## src/rtl/core/ttps_pkg.sv

```systemverilog
package ttps_pkg;

   // field widths
   localparam int KEY_W   = 64;
   localparam int DEPTH_W = 6;
   localparam int SCORE_W = 25;
   localparam int KIND_W  = 2;

   // packed stream widths
   localparam int REQ_FIELDS_W = KEY_W + DEPTH_W + SCORE_W + KIND_W + SCORE_W + SCORE_W;
   localparam int REQ_DATA_W   = ((REQ_FIELDS_W + 7) / 8) * 8;
   localparam int RSP_DATA_W   = ((SCORE_W + 7) / 8) * 8;

   localparam int INDEX_BITS_DEFAULT = 16;

   // bound kinds
   localparam logic [KIND_W-1:0] KIND_UPPER = 2'd0;
   localparam logic [KIND_W-1:0] KIND_LOWER = 2'd1;
   localparam logic [KIND_W-1:0] KIND_EXACT = 2'd2;
   localparam logic [KIND_W-1:0] KIND_EMPTY = 2'd3;

   // request mode
   localparam logic MODE_PROBE = 1'b0;
   localparam logic MODE_STORE = 1'b1;

   typedef enum logic [1:0] {
      ST_CLEAR,
      ST_IDLE,
      ST_EVAL
   } state_type;

   typedef struct packed {
      logic clear;   // write one empty slot of the clearing pass
      logic load;    // take the request word, read its slot
      logic commit;  // act on the slot read: write back or post result
   } cmd_type;

   typedef struct packed {
      logic clear_last;  // clearing pass at its final slot
      logic is_store;    // held request is a store
      logic out_blocked; // result register full and not being taken
   } status_type;

endpackage

```

## src/rtl/core/ttps_ctrl.sv

```systemverilog
module ttps_ctrl (
   input  logic                 clock,
   input  logic                 reset,
   input  logic                 req_valid,
   output logic                 req_ready,
   input  ttps_pkg::status_type status,
   output ttps_pkg::cmd_type    cmd
);

   ttps_pkg::state_type state_ff;
   ttps_pkg::state_type state_in;

   always_ff @(posedge clock) begin
      if (reset) begin
         state_ff <= ttps_pkg::ST_CLEAR;
      end else begin
         state_ff <= state_in;
      end
   end

   always_comb begin
      state_in = state_ff;
      case (state_ff)
         ttps_pkg::ST_CLEAR: begin
            if (status.clear_last) begin
               state_in = ttps_pkg::ST_IDLE;
            end
         end
         ttps_pkg::ST_IDLE: begin
            if (req_valid) begin
               state_in = ttps_pkg::ST_EVAL;
            end
         end
         ttps_pkg::ST_EVAL: begin
            if (status.is_store || !status.out_blocked) begin
               state_in = ttps_pkg::ST_IDLE;
            end
         end
         default: begin
            state_in = ttps_pkg::ST_CLEAR;
         end
      endcase
   end

   always_comb begin
      req_ready  = 1'b0;
      cmd.clear  = 1'b0;
      cmd.load   = 1'b0;
      cmd.commit = 1'b0;
      case (state_ff)
         ttps_pkg::ST_CLEAR: begin
            cmd.clear = 1'b1;
         end
         ttps_pkg::ST_IDLE: begin
            req_ready = 1'b1;
            cmd.load  = req_valid;
         end
         ttps_pkg::ST_EVAL: begin
            cmd.commit = status.is_store || !status.out_blocked;
         end
         default: begin
            req_ready = 1'b0;
         end
      endcase
   end

endmodule

```

## config.mk

```make
export PLATFORM = sky130hd
export DESIGN_NAME = ttps_ctrl
export DESIGN_NICKNAME = d
export VERILOG_FILES = /design/src/rtl/core/ttps_pkg.sv /design/src/rtl/core/ttps_ctrl.sv
export SDC_FILE = /design/constraint.sdc
export NUM_CORES = 1
export LEC_CHECK = 0
export ABC_AREA = 0
export BUFFER_PORTS_ARGS = -buffer_cell sky130_fd_sc_hd__buf_2
export CORE_AREA = 2 2 39 41
export CTS_BUF_LIST = sky130_fd_sc_hd__clkbuf_16
export CTS_CLUSTER_SIZE = 24
export DETAILED_ROUTE_END_ITERATION = 16
export DIE_AREA = 0 0 41 43
export GPL_ROUTABILITY_DRIVEN = 0
export RECOVER_POWER = 50
export SKIP_CTS_REPAIR_TIMING = 1
export SLEW_MARGIN = 20
export SYNTH_ARGS = -nofsm -noshare
export SYNTH_HDL_FRONTEND = slang
export SYNTH_SLANG_ARGS = --single-unit
```

## constraint.sdc

```tcl
create_clock -name clock -period 1.1 [get_ports clock]
set_input_delay 0.275 -clock clock [delete_from_list [all_inputs] [get_ports clock]]
set_output_delay 0.275 -clock clock [all_outputs]
set_load 0.01 [all_outputs]
```

# Word-level counts from Yosys, hierarchy flattened
# Index checks and enable logic that the tools add are counted.
# classes
addsub	0
multipliers	0
n_div	0
n_lt_le_gt_ge	0
n_eq_ne	5
shifts	0
mux	8
bitwise_logic	0
n_reduce_logical	4
# ops
operator	n
$mux 2	3
$ne 2x2->1 const B	3
$pmux 2 s3	1
$mux 1	4
$reduce_and 3->1	1
$eq 2x1->1 const B	1
$eq 2x2->1 const B	1
$logic_not 2->1	1
$logic_not 1->1	1
$logic_or 1x1->1	1
# totals
ff_bits	2
latch_bits	0
ram_bits	0
romBits	0
in_bits	6
out_inout_bits	4
word_cells	18
mem_count	0

# Longest topological paths before layout
# Gate-level depths: netlist of run 1.
# logic_depth
depth_word	4
depth_mapped	3
mapped_depth_nobuf	3

# Worst setup path before layout of run 1
# No wires, ideal clock.
# synth_path
kind	flip-flop to output port
from	register state_ff[0]
to	output cmd[0] in the netlist's numbering
arrival_time_ns	0.723
t_required_ns	0.825
setup_slack_ns	0.102
stages_incl_launch_ff	3
n_path_buf	0
cell_sequence	dfxtp_1 > and2b_1 > nor2b_1
# synth_lines
element	line_no	source
from (decl)	ttps_ctrl.sv:10	ttps_pkg::state_type state_ff;
from (signal assigned)	ttps_ctrl.sv:15	state_ff <= ttps_pkg::ST_CLEAR;
from (signal assigned)	ttps_ctrl.sv:17	state_ff <= state_in;
to (decl)	ttps_ctrl.sv:7	output ttps_pkg::cmd_type cmd

==> run summary, run 1 <==
Netlist area before placement: 111 µm²
Initial detailed-routing violation count: 4
Number of vias in the routed layout: 152
CTS Sinks: 2
CP Cell Sequence: and2b_1 > nor2b_1 > buf_2
Global Route Usage Sum: 4.20%
Worst-case clock skew: 0.00250 ns
Count of max-cap constraint violations: 0
Aggregate routed wire length: 341 µm
Violations in the final reports: negative setup slack
Count of input and output buffers: 9
Maximum net fanout on the critical path: 2
Per-instance average area after synthesis: 7.95 µm²
Total half-perimeter wirelength after legalization and detailed placement: 235 µm
Achievable Freq: 796 MHz
Highest cell delay on the worst timing path: 0.30 ns
Critical path arrival: 0.98 ns
Number of buffers on the longest clock path: 2
Hold Violations, Final: 0
Number of cells on the worst hold path: 2
Worst-case setup margin in the final layout: -0.156 ns
Synthesis warning total: 0
Adder-cell share of the synthesized area: 0%
Portion of netlist area occupied by mux cells: 0%
Element type at the critical path start: flip-flop
Count of unresolved DRC violations after routing: 0
RSZ-0062 raised after global routing: yes
Type of the setup path with the least slack: reg -> out
ANT nets after route: 0
CTS H-tree lvls: 1
Largest family of logic cells by synthesized area: simple AND/OR/NAND/NOR gates
P per Cell Area: 2560 mW/mm²
Number of flip-flops under the largest register name: 2
Cell taking the most area after synthesis: sky130_fd_sc_hd__dfxtp_1
Fraction of the cycle the final worst path needs: 114%
Count of distinct cell types in the synthesized netlist: 9
Die span in y: 43 µm
Slowest-stage cell, CP: sky130_fd_sc_hd__dfxtp_2
Wire length of the first global-routing pass: 393 µm
Routed wire length per instance: 7.75 µm
Total die area: 0.00176 mm²
Run status: finished with violations
Worst r2r path cells: 4
Area grow syn2layout: 144%
Clock insertion delay at the later pin of the skew report: 0.22 ns
Largest registers: state_ff (2)
Grt ovf: 0
Capturing element type of the critical path: primary output
Worst endpoint required time: 0.82 ns
Crit path time final: 1.26 ns
Largest net degree at the start of global routing: 6
Minimum setup slack after placement: 0.0405 ns
Kind of path behind the tightest hold check: in -> reg
Simple-gate area share of the yosys netlist: 46.1%
Inserted Diodes: 0
Net count of the finished layout: 36
Register bit count reported by yosys: 2
Final slew viol count: 0
Core region area: 0.00138 mm²
Cells after Synth: 14
Root buf cell: sky130_fd_sc_hd__clkbuf_16
Initial antenna violation count: 0
Largest reg by FF count: state_ff
Portion of synthesized cell area occupied by the leading cell type: 36.0%
Tightest Pin Transition: 0.187 ns
Setup TNS: -0.376 ns
Number of ports placed on the die boundary: 10
Number of cell rows: 14
Finish-stage setup viols: 5
Post-CTS clock slew at the launch and capture registers of the worst setup and hold paths: 0.03 ns
Total CTS buffers: 3
Static leakage: 0.134 nW
Worst vdd rail ir drop: 0.722 mV
TritonRoute pass-1 iters: 2
Worst max-slew margin expressed relative to the limit: 87.4%
Proportion of synthesized chip area in sequential cells: 36.0%
Number of global-route vias before repair: 128
Leading post-synthesis cells by cell area: sky130_fd_sc_hd__dfxtp_1 36%, sky130_fd_sc_hd__and2b_1 13%, sky130_fd_sc_hd__nor2b_1 11%
Starting density of the core: 8.05%
CTS tree: yes
Compound-Gate Fraction of Synth Area: 18.0%
Syn Nets: 20
Xor and xnor fraction of the mapped netlist area: 0%
Proportion of layout cells with a drive suffix above 1: 60.7%
Width of the die: 41 µm
Via density per instance: 3.45
==> synth_stat cells, drive strengths merged <==
library cell / number
nor2: 3
and2b: 2
dfxtp: 2
nor2b: 2
a22oi: 1
nand2: 1
o21ai: 1
o31ai: 1
or3b: 1
==> layout by cell type, fill, tap and decap left out <==
master / synthesis / layout
sky130_fd_sc_hd__o21ai_0: 1 / 1
sky130_fd_sc_hd__a22oi_1: 1 / 1
sky130_fd_sc_hd__or3b_1: 1 / 1
sky130_fd_sc_hd__and2b_1: 2 / 2
sky130_fd_sc_hd__clkbuf_16: 0 / 3
sky130_fd_sc_hd__o31ai_1: 1 / 1
sky130_fd_sc_hd__nor2_1: 3 / 3
sky130_fd_sc_hd__buf_2: 0 / 9
sky130_fd_sc_hd__nand2_2: 0 / 1
sky130_fd_sc_hd__nor2b_1: 2 / 2
sky130_fd_sc_hd__dfxtp_2: 0 / 2
sky130_fd_sc_hd__buf_4: 0 / 2
==> final cells by class <==
type / instances / area (µm²)
sequential: 2 / 42.5
timing repair buffer: 11 / 60.1
clock buffer: 3 / 75.1
tap: 16 / 20.0
multi-input combinational: 12 / 73.8
fill: 149 / 1110
==> layer usage <==
metal  up-vias  part of all wire [%]  track usage (%)
met3         2                    12             3.14
met2         9                    50             5.31
met1        64                    32             2.23
li1         77                     -                -
met4         0                   5.0             8.00
met5         -                     0                0
==> where the power goes <==
group          switching [mW]  leakage (nW)  internal (mW)  total [mW]
combinational          0.0288        0.0800         0.0336      0.0624
sequential            0.00361        0.0172         0.0803      0.0839
clock                  0.0862        0.0370          0.463       0.549
total                   0.119         0.134          0.577       0.695
==> critical path: cells and delay by family, from the launching register on <==
family	cells	cell delay (ns)
buffers and inverters	1	0.13
flip-flops	1	0.30
AND/OR/NAND/NOR	2	0.32
==> cell families (layout without fill, tap and decap cells) <==
family	count (synthesis)	in the layout
buffers and inverters	0	14
and+or+nand+nor	9	9
DFF	2	2
AOI/OAI and AO/OA	3	3
==> metrics by stage <==
step | instances | total power [mW] | utilization, % | cell area (µm²) | hold slack, ns
6_report | 44 | 0.695 | 19.6 | 272 | 0.240
2_1_floorplan | 14 | 0.112 | - | 111 | 0.347
5_1_grt | 44 | 0.718 | 19.6 | 272 | 0.246
4_1_cts | 43 | 0.702 | 18.7 | 259 | 0.245
3_3_place_gp | 40 | 0.143 | 13.3 | 184 | 0.475
3_5_place_dp | 40 | 0.143 | 13.3 | 184 | 0.476
==> final timing paths <==
path | to | start | slack, ns
min | state_ff[1] | reset | 0.24
min reg2reg | state_ff[0] | state_ff[1] | 0.47
max | cmd[0] | state_ff[0] | -0.16
max reg2reg | state_ff[0] | state_ff[0] | -0.01
Power figures use the tool's default switching activity.
==> run 2: changes to the inputs <==
--- a/config.mk
+++ b/config.mk
@@ -15,2 +15,3 @@
 export GPL_ROUTABILITY_DRIVEN = 0
+export PLACE_DENSITY = 0.3
 export RECOVER_POWER = 50
--- a/constraint.sdc
+++ b/constraint.sdc
@@ -3,2 +3,2 @@
 set_output_delay 0.275 -clock clock [all_outputs]
-set_load 0.01 [all_outputs]
+set_load 0.1 [all_outputs]
==> run 2 against run 1 <==
  * The run still ends with negative setup slack left
  * Power is 24% higher
  * Maximum frequency is 8.9% lower
  * Via count is 5.9% higher
  * First-iteration DRC count is 100% lower
  * Flip-flop and latch count stayed put
  * Hold slack worse by 0.0030 ns
  * Die area stayed put
  * Global-route usage is 2.7 points higher
  * Register-to-register slack better by 0.06 ns
  * Cell area is 40% higher
  * Clock skew is 0.00055 ns higher
  * Critical path type unchanged
==> run summary, run 2 (synthesis gave the netlist of run 1 again) <==
Run status: finished with violations
Violations in the final reports: negative setup slack
CTS H-tree lvls: 1
Count of unresolved DRC violations after routing: 0
Worst vdd rail ir drop: 0.760 mV
Worst-case setup margin in the final layout: -0.279 ns
Via density per instance: 3.43
Number of ports placed on the die boundary: 10
Wire length of the first global-routing pass: 724 µm
Routed wire length per instance: 8.34 µm
Area grow syn2layout: 242%
Static leakage: 0.169 nW
Proportion of layout cells with a drive suffix above 1: 74.2%
TritonRoute pass-1 iters: 1
Post-CTS clock slew at the launch and capture registers of the worst setup and hold paths: 0.03 ns
Total half-perimeter wirelength after legalization and detailed placement: 300 µm
Capturing element type of the critical path: primary output
Post-layout total power: 0.862 mW
Worst hold margin: 0.237 ns
Number of cell rows: 14
Number of flip-flops under the largest register name: 2
Total CTS buffers: 3
Largest registers: state_ff (2)
Number of vias in the routed layout: 161
Setup slack on the worst flop-to-flop path: 0.05 ns
Total die area: 0.00176 mm²
Source of the worst register-to-register timing path: state_ff[0]
Number of global-route vias before repair: 184
Starting density of the core: 8.05%
Kind of cell adding the most delay to the critical path: simple AND/OR/NAND/NOR gates
Tightest Pin Transition: 0.310 ns
Root buf cell: sky130_fd_sc_hd__clkbuf_16
Commonest non-fill, non-tap cell in the layout: sky130_fd_sc_hd__buf_2
Slowest-stage cell, CP: sky130_fd_sc_hd__dfxtp_2
Width of the die: 41 µm
Hold Violations, Final: 0
Largest net degree at the start of global routing: 6
Element type at the critical path start: flip-flop
Grt ovf: 0
RSZ-0062 raised after global routing: yes
Fraction of the cycle the final worst path needs: 125%
Worst r2r path cells: 3
Worst Min Path Start: reset
Total buffers and inverters traversed by the critical path: 1
Kind of path behind the tightest hold check: in -> reg
Inserted Diodes: 0
Largest reg by FF count: state_ff
Critical path arrival: 1.10 ns
Aggregate routed wire length: 392 µm
Die span in y: 43 µm
Count of input and output buffers: 9
Maximum net fanout on the critical path: 3
Global Route Usage Sum: 6.91%
Finish-stage setup viols: 4
Worst-case clock skew: 0.00305 ns
CP Cell Sequence: and2b_1 > nor2b_4 > buf_12
CTS Sinks: 2
P per Cell Area: 2270 mW/mm²
Number of buffers on the longest clock path: 2
Hold Path End: state_ff[1]
Crit path time final: 1.38 ns
Initial detailed-routing violation count: 0
ANT nets after route: 0
CTS tree: yes
Clock insertion delay at the later pin of the skew report: 0.22 ns
Highest cell delay on the worst timing path: 0.31 ns
Achievable Freq: 725 MHz
Worst max-slew margin expressed relative to the limit: 79.3%
Count of max-cap constraint violations: 0
Final slew viol count: 0
Critical register-to-register path endpoint: state_ff[0]
Initial antenna violation count: 0
Net count of the finished layout: 38
Number of cells on the worst hold path: 2
Most frequent cells in the layout: 5 x sky130_fd_sc_hd__buf_2, 4 x sky130_fd_sc_hd__buf_12, 3 x sky130_fd_sc_hd__clkbuf_16, 3 x sky130_fd_sc_hd__buf_4, 2 x sky130_fd_sc_hd__nor2_4
Type of the setup path with the least slack: reg -> out
Core region area: 0.00138 mm²
Worst endpoint required time: 0.82 ns
## run 2: area by class of cell
| class | count | area (µm²) |
|---|---|---|
| Multi-Input combinational cell | 12 | 97.6 |
| Tap cell | 16 | 20.0 |
| Sequential cell | 2 | 45.0 |
| Timing Repair Buffer | 13 | 139 |
| Clock buffer | 3 | 75.1 |
| Fill cell | 156 | 1000 |
| Clock inverter | 1 | 3.75 |
## run 2: how the worst max path moves through the flow
| stage | startpoint | to | slack, ns | cells after the start |
|---|---|---|---|---|
| detailed placement | status[1] | cmd[0] | -0.07 | 4 |
| CTS | state_ff[0] | cmd[0] | -0.28 | 3 |
| floorplan | state_ff[0] | cmd[0] | -0.24 | 2 |
| global placement | status[1] | cmd[0] | -0.06 | 4 |
| finish | state_ff[0] | cmd[0] | -0.28 | 3 |
| global route | state_ff[0] | cmd[0] | -0.33 | 3 |
## run 2: metal layers
| layer | part of all wire (%) | global-route usage, % | vias to the layer above |
|---|---|---|---|
| met4 | 0 | 8.00 | 0 |
| met5 | 0 | 0 | - |
| met3 | 12 | 5.24 | 0 |
| li1 | - | - | 82 |
| met2 | 44 | 6.88 | 10 |
| met1 | 44 | 7.96 | 69 |
## run 2: where the power goes
part | internal, mW | total (mW) | leakage (nW) | switching, mW
registers | 0.0788 | 0.0842 | 0.0175 | 0.00534
logic | 0.0897 | 0.224 | 0.109 | 0.134
clock network | 0.467 | 0.554 | 0.0423 | 0.0867
## run 2: stage by stage
| stage | setup slack, ns | cells | TNS, ns | instance area, µm² | util (%) |
|---|---|---|---|---|---|
| floorplan | -0.236 | 14 | -0.522 | 140 | - |
| finish | -0.279 | 47 | -0.827 | 380 | 27.5 |
| detailed placement | -0.0667 | 43 | -0.0667 | 295 | 21.3 |
| global route | -0.327 | 47 | -0.977 | 380 | 27.5 |
| global placement | -0.0553 | 43 | -0.0553 | 295 | 21.3 |
| CTS | -0.283 | 47 | -0.895 | 374 | 27.0 |
## run 2: worst reg2reg max path: cells and delay by family (launching register included)
kind            cells  cell delay [ns]
flops               1             0.31
compound gates      1             0.07
simple gates        2             0.57
==> run 3: changes to the inputs <==
- PLACE_DENSITY: 0.3 -> 0.31
==> run 3 against run 2 <==
  * Maximum frequency up 0.57%
  * Sequential power up 1%
  * Global-route usage is 0.093 points higher
  * Register-to-register slack worse by 0.10 ns
  * Via count rose by 9.9%
  * Critical path depth is the same
  * Setup slack improved by 0.0078 ns
  * The run still ends with negative setup slack left
  * Core utilization increased by 0.81 points
==> run summary, run 3 (synthesis gave the netlist of run 1 again) <==
Total CTS buffers: 3
Routed wire length per instance: 9.54 µm
Net count of the finished layout: 39
Commonest non-fill, non-tap cell in the layout: sky130_fd_sc_hd__buf_2
Worst r2r path cells: 4
Internal Dissipation: 0.638 mW
Largest registers: state_ff (2)
Kind of path behind the tightest hold check: in -> reg
Worst vdd rail ir drop: 0.617 mV
Hold Violations, Final: 0
Largest net degree at the start of global routing: 6
Number of cells on the worst hold path: 2
Part of the total power dissipated in combinational logic: 26.2%
Number of global-route vias before repair: 168
Proportion of power drawn by flip-flops and latches: 9.8%
Largest reg by FF count: state_ff
Worst endpoint required time: 0.82 ns
Share of power burned in the clock network: 64.0%
Initial detailed-routing violation count: 0
ANT nets after route: 0
Starting density of the core: 8.05%
Final slew viol count: 0
Slowest-stage cell, CP: sky130_fd_sc_hd__dfxtp_2
Total half-perimeter wirelength after legalization and detailed placement: 328 µm
Worst-case setup margin in the final layout: -0.271 ns
Finish-stage setup viols: 5
Total die area: 0.00176 mm²
Setup TNS: -0.897 ns
Maximum net fanout on the critical path: 3
CP Cell Sequence: and2b_1 > nor2b_4 > buf_12
Worst max-slew margin expressed relative to the limit: 79.4%
Final design instance area without fill: 392 µm²
Source of the worst register-to-register timing path: state_ff[0]
Highest cell delay on the worst timing path: 0.32 ns
Achievable Freq: 729 MHz
Switch Pwr: 0.232 mW
Global Route Usage Sum: 7.00%
Count of unresolved DRC violations after routing: 0
Final non-filler cell total: 48
Type of the setup path with the least slack: reg -> out
Element type at the critical path start: flip-flop
Proportion of layout cells with a drive suffix above 1: 75.0%
Hold Path End: state_ff[1]
Grt ovf: 0
Area grow syn2layout: 252%
Clock insertion delay at the later pin of the skew report: 0.22 ns
Count of max-cap constraint violations: 0
TritonRoute pass-1 iters: 1
Die span in y: 43 µm
CTS Sinks: 2
Core region area: 0.00138 mm²
Worst-case clock skew: 0.00258 ns
Wire length of the first global-routing pass: 690 µm
Crit path time final: 1.37 ns
Tightest Pin Transition: 0.308 ns
Number of vias in the routed layout: 177
Number of ports placed on the die boundary: 10
Placed cells: 43
CTS H-tree lvls: 1
Count of input and output buffers: 9
Post-CTS clock slew at the launch and capture registers of the worst setup and hold paths: 0.03 ns
Switching part of the total: 26.7%
Number of buffers on the longest clock path: 2
Width of the die: 41 µm
Static leakage: 0.177 nW
Number of flip-flops under the largest register name: 2
Total buffers and inverters traversed by the critical path: 1
Crit. Startpoint: state_ff[0]
Aggregate routed wire length: 458 µm
CTS tree: yes
Critical path arrival: 1.10 ns
Setup slack on the worst flop-to-flop path: -0.05 ns
Fraction of the cycle the final worst path needs: 125%
Kind of cell adding the most delay to the critical path: simple AND/OR/NAND/NOR gates
P per Cell Area: 2220 mW/mm²
Capturing element type of the critical path: primary output
Number of cell rows: 14
Critical register-to-register path endpoint: state_ff[0]
Cell Area, Placed: 295 µm²
Inserted Diodes: 0
Minimum setup slack after placement: -0.0773 ns
Run status: finished with violations
Root buf cell: sky130_fd_sc_hd__clkbuf_16
Violations in the final reports: negative setup slack
Via density per instance: 3.69
Initial antenna violation count: 0
RSZ-0062 raised after global routing: yes
Most frequent cells in the layout: 5 x sky130_fd_sc_hd__buf_2, 4 x sky130_fd_sc_hd__buf_12, 4 x sky130_fd_sc_hd__buf_4
Worst Min Path Start: reset
[run 3: stage by stage]
step / util, % / hold slack [ns] / total power, mW
after global routing: 28.3 / 0.261 / 0.914
after detailed placement: 21.3 / 0.466 / 0.306
after global placement: 21.3 / 0.461 / 0.305
after floorplan: - / 0.338 / 0.214
after CTS: 27.0 / 0.235 / 0.876
final: 28.3 / 0.256 / 0.870
[run 3: worst max path at each step]
stage | end | cells past startpoint
2_1_floorplan | cmd[0] | 2
3_3_place_gp | cmd[0] | 4
3_5_place_dp | cmd[0] | 4
4_1_cts | cmd[0] | 3
5_1_grt | cmd[0] | 3
6_report | cmd[0] | 3
[run 3: final cells by class]
cell class                 count  area [µm²]
fill                         151         992
tap                           16        20.0
multi-input combinational     12         101
sequential                     2        45.0
clock buffer                   3        75.1
timing repair buffer          14         146
clock inverter                 1        3.75
[run 3: power groups by stage]
| stage | Sequential (mW) | Clock [mW] | Combinational, mW |
|---|---|---|---|
| after floorplan | 0.0882 | 0 | 0.126 |
| after global placement | 0.0849 | 0 | 0.220 |
| after detailed placement | 0.0855 | 0 | 0.220 |
| after CTS | 0.0845 | 0.570 | 0.221 |
| after global routing | 0.0872 | 0.590 | 0.236 |
| final | 0.0853 | 0.557 | 0.228 |
[run 3: layer usage]
layer	wire, µm	part of all wire [%]	global-route usage (%)	vias up
met5	0	0	0	-
met4	14	3.1	10.0	0
met3	52	11	5.24	2
met2	220	48	7.19	12
met1	171	37	6.98	77
li1	-	-	-	86
